===== config.mk =====
export PLATFORM = sky130hd
export DESIGN_NAME = vni_multicast_group_table_core
export DESIGN_NICKNAME = d
export VERILOG_FILES = /design/src/design/vmgt_pkg.sv /design/src/design/vni_multicast_group_table_core.sv /design/src/design/vmgt_front.sv /design/src/design/vmgt_queue.sv /design/src/design/vmgt_back.sv
export SDC_FILE = /design/constraint.sdc
export NUM_CORES = 2
export LEC_CHECK = 0
export ABC_AREA = 1
export BUFFER_PORTS_ARGS = -buffer_cell sky130_fd_sc_hd__buf_2
export CAP_MARGIN = 20
export CORE_AREA = 10 10 555 557
export CTS_BUF_LIST = sky130_fd_sc_hd__clkbuf_4 sky130_fd_sc_hd__clkbuf_8 sky130_fd_sc_hd__clkbuf_16
export DETAILED_ROUTE_END_ITERATION = 8
export DIE_AREA = 0 0 565 567
export PLACE_DENSITY_LB_ADDON = 0.12
export SKIP_CTS_REPAIR_TIMING = 1
export SLEW_MARGIN = 20
export SYNTH_ARGS = -nofsm -noshare
export SYNTH_HDL_FRONTEND = slang
export SYNTH_SLANG_ARGS = --single-unit

===== constraint.sdc =====
create_clock -name clk -period 10.1 [get_ports clk]
set_input_delay 1.01 -clock clk [delete_from_list [all_inputs] [get_ports clk]]
set_output_delay 1.01 -clock clk [all_outputs]
set_load 0.01 [all_outputs]

===== src/design/vmgt_pkg.sv =====
// shared types, constants and field layout for the multicast group table
package vmgt_pkg;

    localparam int TABLE_SLOTS = 16;
    localparam int SLOT_W      = (TABLE_SLOTS > 1) ? $clog2(TABLE_SLOTS) : 1;

    localparam int OP_W     = 3;
    localparam int NET_W    = 24;
    localparam int GROUP_W  = 32;
    localparam int RX_W     = 4;
    localparam int STATUS_W = 3;
    localparam int HIT_W    = 4;
    localparam int CNT_W    = 32;
    localparam int ACTIVE_W = 5;

    // input tdata layout
    localparam int IN_NET_LSB   = 0;
    localparam int IN_GROUP_LSB = IN_NET_LSB + NET_W;
    localparam int IN_RX_LSB    = IN_GROUP_LSB + GROUP_W;
    localparam int IN_TDATA_W   = 64;

    // output tdata layout
    localparam int OUT_USED_W  = HIT_W + GROUP_W + NET_W + 6 * CNT_W + ACTIVE_W;
    localparam int OUT_TDATA_W = 264;
    localparam int OUT_PAD_W   = OUT_TDATA_W - OUT_USED_W;

    localparam logic [GROUP_W-1:0] GROUP_LOW  = 32'hE000_0000;
    localparam logic [GROUP_W-1:0] GROUP_HIGH = 32'hEFFF_FFFF;
    localparam logic [7:0]         AUTO_OCTET = 8'd239;

    localparam int QUEUE_DEPTH = 2;
    localparam int QPTR_W      = (QUEUE_DEPTH > 1) ? $clog2(QUEUE_DEPTH) : 1;
    localparam int QCNT_W      = $clog2(QUEUE_DEPTH + 1);

    typedef enum logic [OP_W-1:0] {
        OP_JOIN      = 3'd0,
        OP_AUTO_JOIN = 3'd1,
        OP_LEAVE     = 3'd2,
        OP_LOOKUP    = 3'd3,
        OP_SEND      = 3'd4,
        OP_RECV      = 3'd5
    } op_t;

    typedef enum logic [STATUS_W-1:0] {
        ST_DONE      = 3'd0,
        ST_ALREADY   = 3'd1,
        ST_NOT_FOUND = 3'd2,
        ST_FULL      = 3'd3,
        ST_INVALID   = 3'd4
    } status_t;

    typedef enum logic [2:0] {
        K_NOP,
        K_JOIN,
        K_INVALID,
        K_LEAVE,
        K_LOOKUP,
        K_SEND,
        K_RECV
    } kind_t;

    typedef struct packed {
        kind_t              kind;
        logic [NET_W-1:0]   net_id;
        logic [GROUP_W-1:0] group;
        logic [RX_W-1:0]    rx_slot;
    } cmd_t;

    typedef struct packed {
        logic not_empty;
        logic not_full;
    } q_status_t;

    typedef enum logic {
        B_IDLE,
        B_EXEC
    } back_state_t;

    typedef struct packed {
        status_t             status;
        logic [HIT_W-1:0]    hit_slot;
        logic [GROUP_W-1:0]  entry_group;
        logic [NET_W-1:0]    entry_net_id;
        logic [CNT_W-1:0]    entry_tx;
        logic [CNT_W-1:0]    entry_rx;
        logic [CNT_W-1:0]    total_tx;
        logic [CNT_W-1:0]    total_rx;
        logic [CNT_W-1:0]    joins_total;
        logic [CNT_W-1:0]    leaves_total;
        logic [ACTIVE_W-1:0] active_groups;
    } result_t;

endpackage


===== src/design/vni_multicast_group_table_core.sv =====
// top level of the network id to multicast group table
// Maps 24-bit network ids to IPv4 multicast groups in a 16-slot table with
// per-entry and total packet counters. Items go through a front decoder into
// a two-deep queue; the back part takes one item at a time in two states. In
// idle it pops the item and matches its network id against all slots in
// parallel (a receive checks its rx slot); in execute it writes the table and
// counters back and loads the result register once that register is free, and
// only then pops the next item. The input side keeps taking items while a
// result waits, until the queue fills. There is no clearing pass after reset.
module vni_multicast_group_table_core
(
    input  logic                             clk,
    input  logic                             rst_n,
    input  logic                             s_axis_tvalid,
    output logic                             s_axis_tready,
    // net_id[23:0], group_addr[55:24], rx_slot[59:56], zero fill
    input  logic [vmgt_pkg::IN_TDATA_W-1:0]  s_axis_tdata,
    // op[2:0]
    input  logic [vmgt_pkg::OP_W-1:0]        s_axis_tuser,
    output logic                             m_axis_tvalid,
    input  logic                             m_axis_tready,
    // hit_slot[3:0], entry_group[35:4], entry_net_id[59:36], entry_tx[91:60],
    // entry_rx[123:92], total_tx[155:124], total_rx[187:156],
    // joins_total[219:188], leaves_total[251:220], active_groups[256:252], zero fill
    output logic [vmgt_pkg::OUT_TDATA_W-1:0] m_axis_tdata,
    // status[2:0]
    output logic [vmgt_pkg::STATUS_W-1:0]    m_axis_tuser
);

    vmgt_pkg::q_status_t q_status;
    vmgt_pkg::cmd_t      push_cmd;
    vmgt_pkg::cmd_t      head_cmd;
    vmgt_pkg::result_t   res;
    logic                push;
    logic                pop;

    vmgt_front u_front
    (
        .s_axis_tvalid (s_axis_tvalid),
        .s_axis_tready (s_axis_tready),
        .s_axis_tdata  (s_axis_tdata),
        .s_axis_tuser  (s_axis_tuser),
        .q_status      (q_status),
        .push          (push),
        .push_cmd      (push_cmd)
    );

    vmgt_queue u_queue
    (
        .clk      (clk),
        .rst_n    (rst_n),
        .push     (push),
        .push_cmd (push_cmd),
        .pop      (pop),
        .head_cmd (head_cmd),
        .q_status (q_status)
    );

    vmgt_back u_back
    (
        .clk       (clk),
        .rst_n     (rst_n),
        .head_cmd  (head_cmd),
        .q_status  (q_status),
        .pop       (pop),
        .res_valid (m_axis_tvalid),
        .res_ready (m_axis_tready),
        .res       (res)
    );

    assign m_axis_tuser = res.status;
    assign m_axis_tdata = {{vmgt_pkg::OUT_PAD_W{1'b0}},
                           res.active_groups,
                           res.leaves_total,
                           res.joins_total,
                           res.total_rx,
                           res.total_tx,
                           res.entry_rx,
                           res.entry_tx,
                           res.entry_net_id,
                           res.entry_group,
                           res.hit_slot};

endmodule


===== src/design/vmgt_front.sv =====
// front part: takes input items, decodes the op and checks the group address
module vmgt_front
(
    input  logic                           s_axis_tvalid,
    output logic                           s_axis_tready,
    input  logic [vmgt_pkg::IN_TDATA_W-1:0] s_axis_tdata,
    input  logic [vmgt_pkg::OP_W-1:0]      s_axis_tuser,
    input  vmgt_pkg::q_status_t            q_status,
    output logic                           push,
    output vmgt_pkg::cmd_t                 push_cmd
);

    logic [vmgt_pkg::NET_W-1:0]   net_id;
    logic [vmgt_pkg::GROUP_W-1:0] group_in;
    logic [vmgt_pkg::GROUP_W-1:0] group_sel;
    logic                         class_d;

    assign net_id   = s_axis_tdata[vmgt_pkg::IN_NET_LSB +: vmgt_pkg::NET_W];
    assign group_in = s_axis_tdata[vmgt_pkg::IN_GROUP_LSB +: vmgt_pkg::GROUP_W];

    // auto join builds 239.x.y.z from the network id
    assign group_sel = (vmgt_pkg::op_t'(s_axis_tuser) == vmgt_pkg::OP_AUTO_JOIN)
                     ? {vmgt_pkg::AUTO_OCTET, net_id} : group_in;
    assign class_d   = (group_sel >= vmgt_pkg::GROUP_LOW) && (group_sel <= vmgt_pkg::GROUP_HIGH);

    always_comb
    begin
        push_cmd.net_id  = net_id;
        push_cmd.group   = group_sel;
        push_cmd.rx_slot = s_axis_tdata[vmgt_pkg::IN_RX_LSB +: vmgt_pkg::RX_W];
        case (vmgt_pkg::op_t'(s_axis_tuser))
            vmgt_pkg::OP_JOIN,
            vmgt_pkg::OP_AUTO_JOIN: push_cmd.kind = class_d ? vmgt_pkg::K_JOIN
                                                            : vmgt_pkg::K_INVALID;
            vmgt_pkg::OP_LEAVE:     push_cmd.kind = vmgt_pkg::K_LEAVE;
            vmgt_pkg::OP_LOOKUP:    push_cmd.kind = vmgt_pkg::K_LOOKUP;
            vmgt_pkg::OP_SEND:      push_cmd.kind = vmgt_pkg::K_SEND;
            vmgt_pkg::OP_RECV:      push_cmd.kind = vmgt_pkg::K_RECV;
            default:                push_cmd.kind = vmgt_pkg::K_NOP;
        endcase
    end

    assign s_axis_tready = q_status.not_full;
    assign push          = s_axis_tvalid && q_status.not_full;

endmodule


===== src/design/vmgt_queue.sv =====
// short command queue between the front and back parts
module vmgt_queue
(
    input  logic                clk,
    input  logic                rst_n,
    input  logic                push,
    input  vmgt_pkg::cmd_t      push_cmd,
    input  logic                pop,
    output vmgt_pkg::cmd_t      head_cmd,
    output vmgt_pkg::q_status_t q_status
);

    vmgt_pkg::cmd_t                queue_reg [vmgt_pkg::QUEUE_DEPTH];
    logic [vmgt_pkg::QPTR_W-1:0]   wr_ptr_reg;
    logic [vmgt_pkg::QPTR_W-1:0]   wr_ptr_next;
    logic [vmgt_pkg::QPTR_W-1:0]   rd_ptr_reg;
    logic [vmgt_pkg::QPTR_W-1:0]   rd_ptr_next;
    logic [vmgt_pkg::QCNT_W-1:0]   count_reg;
    logic [vmgt_pkg::QCNT_W-1:0]   count_next;

    localparam logic [vmgt_pkg::QPTR_W-1:0] PTR_LAST = vmgt_pkg::QPTR_W'(vmgt_pkg::QUEUE_DEPTH - 1);
    localparam logic [vmgt_pkg::QCNT_W-1:0] CNT_FULL = vmgt_pkg::QCNT_W'(vmgt_pkg::QUEUE_DEPTH);

    always_comb
    begin
        wr_ptr_next = wr_ptr_reg;
        rd_ptr_next = rd_ptr_reg;
        count_next  = count_reg;
        if (push)
        begin
            wr_ptr_next = (wr_ptr_reg == PTR_LAST) ? '0 : wr_ptr_reg + 1'b1;
        end
        if (pop)
        begin
            rd_ptr_next = (rd_ptr_reg == PTR_LAST) ? '0 : rd_ptr_reg + 1'b1;
        end
        if (push && !pop)
        begin
            count_next = count_reg + 1'b1;
        end
        else if (pop && !push)
        begin
            count_next = count_reg - 1'b1;
        end
    end

    always_ff @(posedge clk or negedge rst_n)
    begin
        if (!rst_n)
        begin
            wr_ptr_reg <= '0;
            rd_ptr_reg <= '0;
            count_reg  <= '0;
        end
        else
        begin
            wr_ptr_reg <= wr_ptr_next;
            rd_ptr_reg <= rd_ptr_next;
            count_reg  <= count_next;
        end
    end

    always_ff @(posedge clk)
    begin
        if (push)
        begin
            queue_reg[wr_ptr_reg] <= push_cmd;
        end
    end

    assign head_cmd           = queue_reg[rd_ptr_reg];
    assign q_status.not_empty = (count_reg != '0);
    assign q_status.not_full  = (count_reg != CNT_FULL);

endmodule


===== src/design/vmgt_back.sv =====
// back part: table match, write-back, counters and result register
module vmgt_back
(
    input  logic                clk,
    input  logic                rst_n,
    input  vmgt_pkg::cmd_t      head_cmd,
    input  vmgt_pkg::q_status_t q_status,
    output logic                pop,
    output logic                res_valid,
    input  logic                res_ready,
    output vmgt_pkg::result_t   res
);

    localparam int SLOTS = vmgt_pkg::TABLE_SLOTS;
    localparam int SW    = vmgt_pkg::SLOT_W;
    localparam int CW    = vmgt_pkg::CNT_W;

    // table
    logic [SLOTS-1:0]               valid_reg;
    logic [vmgt_pkg::NET_W-1:0]     net_reg  [SLOTS];
    logic [vmgt_pkg::GROUP_W-1:0]   addr_reg [SLOTS];
    logic [CW-1:0]                  tx_reg   [SLOTS];
    logic [CW-1:0]                  rx_reg   [SLOTS];

    // totals
    logic [CW-1:0]                  sum_tx_reg, sum_tx_next;
    logic [CW-1:0]                  sum_rx_reg, sum_rx_next;
    logic [CW-1:0]                  join_tally_reg, join_tally_next;
    logic [CW-1:0]                  leave_tally_reg, leave_tally_next;
    logic [vmgt_pkg::ACTIVE_W-1:0]  valid_tally_reg, valid_tally_next;

    // control
    vmgt_pkg::back_state_t          state_reg, state_next;
    vmgt_pkg::cmd_t                 cmd_reg;
    logic                           found_reg, free_ok_reg;
    logic [SW-1:0]                  hit_reg, free_reg;
    logic                           res_valid_reg;
    vmgt_pkg::result_t              res_reg;

    // match on the queue head
    logic                           found_c, free_ok_c;
    logic [SW-1:0]                  hit_c, free_c;

    // execute
    logic                           fire;
    vmgt_pkg::status_t              status_c;
    logic [SW-1:0]                  slot_c;
    logic                           new_c, leave_c, tx_c, rx_c, hit_ok;
    logic                           join_w, leave_w, tx_w, rx_w;
    vmgt_pkg::result_t              res_c;

    always_comb
    begin
        found_c   = 1'b0;
        hit_c     = '0;
        free_ok_c = 1'b0;
        free_c    = '0;
        // scanning downward leaves the lowest slot in place
        for (int i = SLOTS - 1; i >= 0; i--)
        begin
            if (valid_reg[i] && (net_reg[i] == head_cmd.net_id))
            begin
                found_c = 1'b1;
                hit_c   = SW'(i);
            end
            if (!valid_reg[i])
            begin
                free_ok_c = 1'b1;
                free_c    = SW'(i);
            end
        end
        if (head_cmd.kind == vmgt_pkg::K_RECV)
        begin
            found_c = (32'(head_cmd.rx_slot) < 32'(SLOTS)) && valid_reg[SW'(head_cmd.rx_slot)];
            hit_c   = SW'(head_cmd.rx_slot);
        end
    end

    always_comb
    begin
        state_next = state_reg;
        pop        = 1'b0;
        fire       = 1'b0;
        case (state_reg)
            vmgt_pkg::B_IDLE:
            begin
                if (q_status.not_empty)
                begin
                    pop        = 1'b1;
                    state_next = vmgt_pkg::B_EXEC;
                end
            end
            vmgt_pkg::B_EXEC:
            begin
                if (!res_valid_reg || res_ready)
                begin
                    fire       = 1'b1;
                    state_next = vmgt_pkg::B_IDLE;
                end
            end
            default:
            begin
                state_next = vmgt_pkg::B_IDLE;
            end
        endcase

        status_c = vmgt_pkg::ST_NOT_FOUND;
        slot_c   = hit_reg;
        new_c    = 1'b0;
        leave_c  = 1'b0;
        tx_c     = 1'b0;
        rx_c     = 1'b0;
        case (cmd_reg.kind)
            vmgt_pkg::K_JOIN:
            begin
                if (found_reg)
                begin
                    status_c = vmgt_pkg::ST_ALREADY;
                end
                else if (free_ok_reg)
                begin
                    status_c = vmgt_pkg::ST_DONE;
                    slot_c   = free_reg;
                    new_c    = 1'b1;
                end
                else
                begin
                    status_c = vmgt_pkg::ST_FULL;
                end
            end
            vmgt_pkg::K_INVALID:
            begin
                status_c = vmgt_pkg::ST_INVALID;
            end
            vmgt_pkg::K_LEAVE:
            begin
                if (found_reg)
                begin
                    status_c = vmgt_pkg::ST_DONE;
                    leave_c  = 1'b1;
                end
            end
            vmgt_pkg::K_LOOKUP:
            begin
                if (found_reg)
                begin
                    status_c = vmgt_pkg::ST_DONE;
                end
            end
            vmgt_pkg::K_SEND:
            begin
                if (found_reg)
                begin
                    status_c = vmgt_pkg::ST_DONE;
                    tx_c     = 1'b1;
                end
            end
            vmgt_pkg::K_RECV:
            begin
                if (found_reg)
                begin
                    status_c = vmgt_pkg::ST_DONE;
                    rx_c     = 1'b1;
                end
            end
            default:
            begin
                status_c = vmgt_pkg::ST_NOT_FOUND;
            end
        endcase
    end

    assign join_w  = fire && new_c;
    assign leave_w = fire && leave_c;
    assign tx_w    = fire && tx_c;
    assign rx_w    = fire && rx_c;
    assign hit_ok  = (status_c == vmgt_pkg::ST_DONE) || (status_c == vmgt_pkg::ST_ALREADY);

    assign sum_tx_next      = sum_tx_reg + CW'(tx_w);
    assign sum_rx_next      = sum_rx_reg + CW'(rx_w);
    assign join_tally_next  = join_tally_reg + CW'(join_w);
    assign leave_tally_next = leave_tally_reg + CW'(leave_w);

    always_comb
    begin
        valid_tally_next = valid_tally_reg;
        if (join_w)
        begin
            valid_tally_next = valid_tally_reg + 1'b1;
        end
        else if (leave_w)
        begin
            valid_tally_next = valid_tally_reg - 1'b1;
        end
    end

    // result fields; a new entry shows its fresh contents
    always_comb
    begin
        res_c.status        = status_c;
        res_c.hit_slot      = '0;
        res_c.entry_group   = '0;
        res_c.entry_net_id  = '0;
        res_c.entry_tx      = '0;
        res_c.entry_rx      = '0;
        if (hit_ok)
        begin
            res_c.hit_slot     = vmgt_pkg::HIT_W'(slot_c);
            res_c.entry_group  = new_c ? cmd_reg.group : addr_reg[slot_c];
            res_c.entry_net_id = new_c ? cmd_reg.net_id : net_reg[slot_c];
            res_c.entry_tx     = new_c ? '0 : tx_reg[slot_c] + CW'(tx_c);
            res_c.entry_rx     = new_c ? '0 : rx_reg[slot_c] + CW'(rx_c);
        end
        res_c.total_tx      = sum_tx_next;
        res_c.total_rx      = sum_rx_next;
        res_c.joins_total   = join_tally_next;
        res_c.leaves_total  = leave_tally_next;
        res_c.active_groups = valid_tally_next;
    end

    always_ff @(posedge clk or negedge rst_n)
    begin
        if (!rst_n)
        begin
            state_reg       <= vmgt_pkg::B_IDLE;
            valid_reg       <= '0;
            sum_tx_reg      <= '0;
            sum_rx_reg      <= '0;
            join_tally_reg  <= '0;
            leave_tally_reg <= '0;
            valid_tally_reg <= '0;
            res_valid_reg   <= 1'b0;
        end
        else
        begin
            state_reg       <= state_next;
            sum_tx_reg      <= sum_tx_next;
            sum_rx_reg      <= sum_rx_next;
            join_tally_reg  <= join_tally_next;
            leave_tally_reg <= leave_tally_next;
            valid_tally_reg <= valid_tally_next;
            if (join_w)
            begin
                valid_reg[free_reg] <= 1'b1;
            end
            if (leave_w)
            begin
                valid_reg[hit_reg] <= 1'b0;
            end
            if (fire)
            begin
                res_valid_reg <= 1'b1;
            end
            else if (res_ready)
            begin
                res_valid_reg <= 1'b0;
            end
        end
    end

    always_ff @(posedge clk)
    begin
        if (pop)
        begin
            cmd_reg     <= head_cmd;
            found_reg   <= found_c;
            hit_reg     <= hit_c;
            free_ok_reg <= free_ok_c;
            free_reg    <= free_c;
        end
        if (join_w)
        begin
            net_reg[free_reg]  <= cmd_reg.net_id;
            addr_reg[free_reg] <= cmd_reg.group;
            tx_reg[free_reg]   <= '0;
            rx_reg[free_reg]   <= '0;
        end
        if (tx_w)
        begin
            tx_reg[hit_reg] <= tx_reg[hit_reg] + 1'b1;
        end
        if (rx_w)
        begin
            rx_reg[hit_reg] <= rx_reg[hit_reg] + 1'b1;
        end
        if (fire)
        begin
            res_reg <= res_c;
        end
    end

    assign res_valid = res_valid_reg;
    assign res       = res_reg;

    // the active count always tracks the valid bits
    a_tally_matches: assert property (@(posedge clk) disable iff (!rst_n)
        vmgt_pkg::ACTIVE_W'($countones(valid_reg)) == valid_tally_reg)
        else $error("active count out of step with valid bits");

    a_exec_completes: assert property (@(posedge clk) disable iff (!rst_n)
        (state_reg == vmgt_pkg::B_EXEC && (!res_valid_reg || res_ready))
        |=> (res_valid_reg && state_reg == vmgt_pkg::B_IDLE))
        else $error("execute step did not load the result register");

    a_join_counts: assert property (@(posedge clk) disable iff (!rst_n)
        join_w |=> (valid_tally_reg == $past(valid_tally_reg) + 1'b1)
                   && (join_tally_reg == $past(join_tally_reg) + 1'b1))
        else $error("new join not counted");

    a_miss_fields_zero: assert property (@(posedge clk) disable iff (!rst_n)
        (res_valid_reg && res_reg.status != vmgt_pkg::ST_DONE
                       && res_reg.status != vmgt_pkg::ST_ALREADY)
        |-> (res_reg.hit_slot == '0 && res_reg.entry_group == '0
             && res_reg.entry_tx == '0 && res_reg.entry_rx == '0))
        else $error("entry fields not cleared on a miss");

endmodule


# Word level (Yosys, flattened, before mapping)
# Memory sizes are Yosys's and may differ from the RTL's. A register that Yosys moved wholly into a read port is not among the register bits.
# Cells that the tools add are included.
[classes]
bitwise = 5
mux = 105
addsub = 14
n_eq_ne = 30
reduce_logical = 47
magnitude_cmp = 7
[op_table]
columns = ["op", "n"]
rows = [
  ["24-bit equality test", 16],
  ["32-bit by 1-bit adder with 32-bit output", 6],
  ["4-bit 2-to-1 mux", 32],
  ["32-bit 2-to-1 mux", 3],
  ["32-bit by 1-bit adder with 32-bit output (second input constant)", 2],
  ["32-bit OR reduction", 2],
  ["1-bit 2-to-1 mux", 48],
  ["32-bit >= comparator (second input constant)", 1],
  ["32-bit <= comparator (second input constant)", 1],
  ["16-bit 2-to-1 mux", 2],
  ["1-bit logical AND", 26],
  ["3-bit equality test (second input constant)", 6],
  ["16-bit AND", 1],
  ["16-bit NOT", 1],
  ["16-bit OR", 1],
  ["4-bit by 5-bit < comparator with 1-bit output (second input constant)", 3],
  ["3-bit 2-to-1 mux", 5],
  ["3-bit case mux with 5 select lines", 1],
  ["15-bit AND reduction", 1],
  ["2-bit 2-to-1 mux", 7],
  ["3-bit by 2-bit equality test with 1-bit output (second input constant)", 4],
  ["5-bit 2-to-1 mux", 2],
  ["3-bit by 1-bit equality test with 1-bit output (second input constant)", 3],
  ["3-bit case mux with 3 select lines", 1],
  ["20 further kinds", 33],
]
[totals]
out_inout_bits = 269
input_bits = 71
ram_bits = 2046
wordCells = 243
memories = 5
regBits = 428
[memory_table]
columns = ["memory", "depth", "width", "rd", "rd_clocked_by_memory_dff", "wr", "line", "source"]
rows = [
  ["u_back.addr_reg", 16, 32, 1, 1, 1, "vmgt_back.sv:21", "logic [vmgt_pkg::GROUP_W-1:0] addr_reg [SLOTS];"],
  ["u_back.rx_reg", 16, 32, 2, 1, 1, "vmgt_back.sv:23", "logic [CW-1:0] rx_reg [SLOTS];"],
  ["u_back.tx_reg", 16, 32, 2, 1, 1, "vmgt_back.sv:22", "logic [CW-1:0] tx_reg [SLOTS];"],
  ["u_back.net_reg", 16, 24, 17, 1, 1, "vmgt_back.sv:20", "logic [vmgt_pkg::NET_W-1:0] net_reg [SLOTS];"],
  ["u_queue.queue_reg", 2, 63, 1, 0, 1, "vmgt_queue.sv:13", "vmgt_pkg::cmd_t queue_reg [vmgt_pkg::QUEUE_DEPTH];"],
]

# Longest topological paths before layout
# An unclocked memory read counts as a cell.
[depth]
word_depth = 21
ltp_mapped = 30
ltp_nobuf = 29

# Hierarchy
# From an unflattened synthesis, not the netlist that was laid out.
[hier_totals]
cells_unflattened = 11045
hier_area_um2 = 119066.7
[modules_own_cells]
columns = ["module", "instances", "cells_each", "area_per_inst_um2", "seq_area_each_um2"]
rows = [
  ["vmgt_back", 1, 10670, 113207.3, 71393.5],
  ["vmgt_queue", 1, 221, 5052.3, 3883.7],
  ["vmgt_front", 1, 146, 750.7, 0.0],
  ["vni_multicast_group_table_core", 1, 8, 56.3, 0.0],
]

# Worst setup path before layout
# No wires, ideal clock.
[synth_path]
path_type = "input port to flip-flop"
startpoint = "input port m_axis_tready"
endpoint = "register u_back.res_reg, in the netlist u_back.res[100] (data pin)"
setup_ps = 263
cell_stages = 21
slack_ps = -320
t_arrival_ps = 10157
required_time_ps = 9837
n_path_buf = 1
path_cell_list = "inv_1 nand2_1 nand2_1 inv_1 nand2_1 inv_1 clkbuf_1 ha_1 nand3_1 nand3b_1 nor2_1 nand3_1 nor3_1 nand4_1 nor3_1 nand4_1 nor3_1 nand3_1 nor2_1 nand3_1 xnor2_1"
[synth_rtl]
columns = ["element", "line", "source"]
rows = [
  ["start: declaration", "vni_multicast_group_table_core.sv:21", "input logic m_axis_tready,"],
  ["end signal: assignment", "vmgt_back.sv:288", "res_reg <= res_c;"],
  ["end: declaration", "vmgt_back.sv:38", "vmgt_pkg::result_t res_reg;"],
]

# Final worst setup path
[layout_path]
startpoint = "register u_back.found_reg"
endpoint = "register u_back.res_reg, in the netlist u_back.res[161] (data pin)"
[layout_via]
elab_chain_cells = 6
elab_cells_between_ends = 16
classes_between = "1 x add/sub; 1 x eq/ne; 9 x mux; 1 x bitwise; 3 x reduce/logical; 1 x memory"
[layout_lines]
columns = ["element", "line", "source"]
rows = [
  ["start: declaration", "vmgt_back.sv:35", "logic found_reg, free_ok_reg;"],
  ["start signal: assignment", "vmgt_back.sv:266", "found_reg <= found_c;"],
  ["branches (longest 6 deep; another with memory 16 x 32 bit)", "n/a", ""],
]
# Parallel ways; which one is timed is not known.
# A chain may end at the register's enable or synchronous reset.

==> impl_summary.md <==
Pwr
The maximum resistive drop on vdd is 0.317 mV. Of the total power, the clock network draws 24.7%. The reported net switching power is 19.5 mW. The power per unit of standard cell area is 331 nW/um^2. The combinational cell fraction of total power is 42.6%. The design draws 44.2 mW.

Cell internal power was estimated by the tool at 24.6 mW. The sequential share of power is 32.7%. Of the total power, the share spent switching nets is 44.2%. The analysis attributes to cell leakage a power of 49.6 nW.

Routing
In the final routed layout, each cell accounts on average for 26.3 um. For this block, the initial DRC count from the detailed router was 10,100. The detailed router placed 89,000 vias in this run. In this run the remaining antenna-violating nets after routing total 0. After detailed routing, the number of remaining DRC violations is 0. In the routed layout, each cell is associated on average with a via count of 5.72. For this block, the routed nets add up to 409 mm of wire. The first detailed-routing pass ran for 8 iterations.

STA
After routing, the total negative slack on setup checks comes to 0 ns. The worst-case clock skew is 0.0625 ns. Setup repair after global routing left no endpoint under its margin. The final setup violation count is 0.

The worst path needs 6.11 ns of the cycle, external delays included. The final critical-path share of the clock period is 60.5%. Timing would allow up to 164 MHz. The transition time of the tightest slew-check pin is 1.37 ns.

The max-slew violation total from the final report came to 0. In this run the tightest slew margin relative to its limit is 8.93%. The final-report hold violation count is 0.

Worst setup path
The largest fanout of any net on the critical path is 110. The largest individual stage delay along the critical path comes from the cell buf_4. The worst register-to-register path begins at u_back.found_reg$_DFFE_PP_. The critical path is of the reg -> reg type. The capturing element type of the critical path is a flop. STA classifies the critical path startpoint as a flop.

The number of buffer and inverter stages on the critical path is 3. On the critical path the largest part of the delay comes from buffers and inverters. Data on the critical path is required at its endpoint by 10.80 ns. Across all register-to-register paths, the minimum setup slack is 3.99 ns.

For the worst setup path, the data arrival time is 6.81 ns. In this run the critical register-to-register path is captured at u_back.res[161]$_SDFFCE_PP0P_. The highest cell delay on the worst timing path is 0.88 ns. The signal on the critical path passes through nor2_2 -> nand4_4 -> o21ai_4 -> buf_4 -> buf_6 -> buf_4 -> nand2_1 -> o211ai_1 -> nand3_1 -> nand3_1 -> nand2_1 -> nor2_1 -> nand2_1 -> nor2_2 -> nand2_1 -> nor2_2 -> nand3_2 -> nor2_2 -> nand3_1 -> a21oi_1. Counting cells, the worst reg-to-reg path comes to 20.

Yosys
Of all flip-flops after synthesis, the portion carrying an async set or reset was 6.12%. For this run, the register share of the synthesized area comes to 63.8%. During synthesis, Yosys emitted a total of 0 warnings. Synthesis instantiated 63 different standard cells from the library. In this run the mean area of a mapped cell was 10.5 sq um. After synthesis the netlist holds a flip-flop and latch count of 2,534. Among all flip-flop cells after synthesis, the most frequent one is edfxtp_1. After technology mapping, the gate count stands at 11,300. The post-synth design cell area is 118,000 sq um. The number of enable-type register cells in the synthesized netlist is 2,375.

Run status
The run finished with clean final reports.

Final layout
The net total in the final layout is 11,500. The fraction of final layout cells with drive strength greater than 1 is 10.0%. After filler insertion, the fill cell instance count of the layout stands at 27,500. The signed area change from the synthesized netlist to the final layout is 13.0%. The top cell types in the final layout, fill and taps aside, are 2,375 x edfxtp_1, 1,993 x nand2_1, 1,012 x inv_1. The commonest non-fill, non-tap cell in the layout is edfxtp_1.

Placement
The number of port buffers is 328. At the end of routability-driven placement, the weighted congestion stood at 0.964. The sum of net half-perimeters after detailed placement is 238 mm.

Floorplanning
The total core area is 296,000 sq um. The site row count is 200. For this configuration, the core starts out at a cell density of 39.9%.

The die span in y is 567 um. 340 I/O pins were placed. The die is 565 um wide. The floorplan step defined a die boundary enclosing 320,000 sq um.

Clock network
The library cell used as clock root buffer is clkbuf_16. The longest clock path from root to sink contains 4 buffers. TritonCTS built the clock tree.

The CTS H-tree depth is 5. Clock tree synthesis found a total of 2,534 sinks. After clock tree synthesis, the clock-pin slew on the worst setup and hold paths is 0.06 ns. The worst-skew pair later-pin latency is 0.92 ns. The number of clock buffers added by TritonCTS is 295.

Global routing
The via count of the first global-routing pass came to 85,200. The largest net degree at the start of global routing is 201. The initial antenna violation count came to 7.

Global routing finished with a remaining overflow of 0. The global-route total usage across every layer is 24.4%. The global-route wire length before repair is 586 mm.

Run
Across the run, the number of max-cap violations was 0.

Worst hold path
The class of the worst hold path is in -> async.
## how the worst max path moves through the flow
stage                                          start                               to  slack, ns  cells after the start
after global placement    u_back.found_reg$_DFFE_PP_    u_back.res[159]$_SDFFCE_PP0P_       3.86                     19
final                     u_back.found_reg$_DFFE_PP_    u_back.res[161]$_SDFFCE_PP0P_       3.99                     20
after floorplan                        m_axis_tready   u_back.rx_reg[15][0]$_DFFE_PP_       2.17                     10
after detailed placement  u_back.found_reg$_DFFE_PP_    u_back.res[161]$_SDFFCE_PP0P_       3.82                     20
after global routing                            flop  u_back.rx_reg[13][26]$_DFFE_PP_       3.58                     20
after CTS                 u_back.found_reg$_DFFE_PP_    u_back.res[161]$_SDFFCE_PP0P_       3.77                     20
## through the flow
step	instance area [sq um]	utilization, %	hold WS [ns]	setup slack [ns]	cells
3_5_place_dp	123000	41.6	0.457	3.82	15000
4_1_cts	133000	45.0	0.172	3.77	15500
6_report	133000	45.0	0.158	3.99	15500
5_1_grt	133000	45.0	0.206	3.58	15500
2_1_floorplan	118000	-	0.432	2.17	11300
3_3_place_gp	123000	41.6	0.448	3.86	15000
## cells by family (layout without fill, tap and decap cells)
group / after synthesis / in the layout / synth area share [%]
other cells: 1 / 11 / 0.00318
flops: 2534 / 2534 / 63.8
fa+ha+maj: 17 / 17 / 0.180
compound gates: 2774 / 2774 / 14.4
buf+inv: 1745 / 2081 / 6.15
mux: 2 / 2 / 0.0170
xor+xnor: 221 / 221 / 1.64
simple gates: 3966 / 3966 / 13.9
## layer usage
metal | GRT usage, % | vias to the layer above | share of wire, %
met2 | 39.6 | 4146 | 46
met4 | 9.58 | 0 | 4.4
met3 | 4.30 | 896 | 8.5
li1 | - | 40400 | -
met1 | 32.6 | 43600 | 41
met5 | 0 | - | 0
## synth_stat cells (all sizes together) (6+ instances only)
master	n	area share (%)
a21oi	544	2.3
a221oi	38	0.28
a31o	8	0.059
a31oi	8	0.042
and2	6	0.032
buf	437	2.0
clkbuf	281	0.89
dfrtp	155	3.3
edfxtp	2375	60
ha	17	0.18
inv	1024	3.3
nand2	1995	6.3
nand3	691	2.9
nand3b	6	0.038
nand4	79	0.43
nor2	1014	3.2
nor3	96	0.42
nor3b	7	0.045
nor4	37	0.21
o2111ai	11	0.082
o211ai	875	5.6
o21ai	1006	4.3
o21bai	6	0.038
o221ai	84	0.62
o22ai	159	0.84
o311ai	6	0.045
or2	29	0.15
xnor2	70	0.52
xor2	151	1.1
## power groups by stage
stage / combinational (mW) / clock [mW] / sequential, mW
5_1_grt: 20.4 / 11.5 / 14.5
3_5_place_dp: 18.5 / 0 / 14.6
6_report: 18.8 / 10.9 / 14.4
2_1_floorplan: 11.6 / 0 / 14.4
3_3_place_gp: 18.3 / 0 / 14.6
4_1_cts: 18.5 / 11.1 / 14.4
## layout make-up
cell class	count	area [sq um]	share of cell area (%)
Sequential cell	2534	75300	56.4
Inverter	1027	3910	2.93
Clock buffer	394	8400	6.29
Multi-Input combinational cell	6987	36100	27.0
Timing Repair Buffer	523	3340	2.50
Antenna cell	4	10.0	0.00750
Tap cell	3939	4930	3.69
Clock inverter	137	1470	1.10
Note: power is estimated with default switching activity, not from simulation.
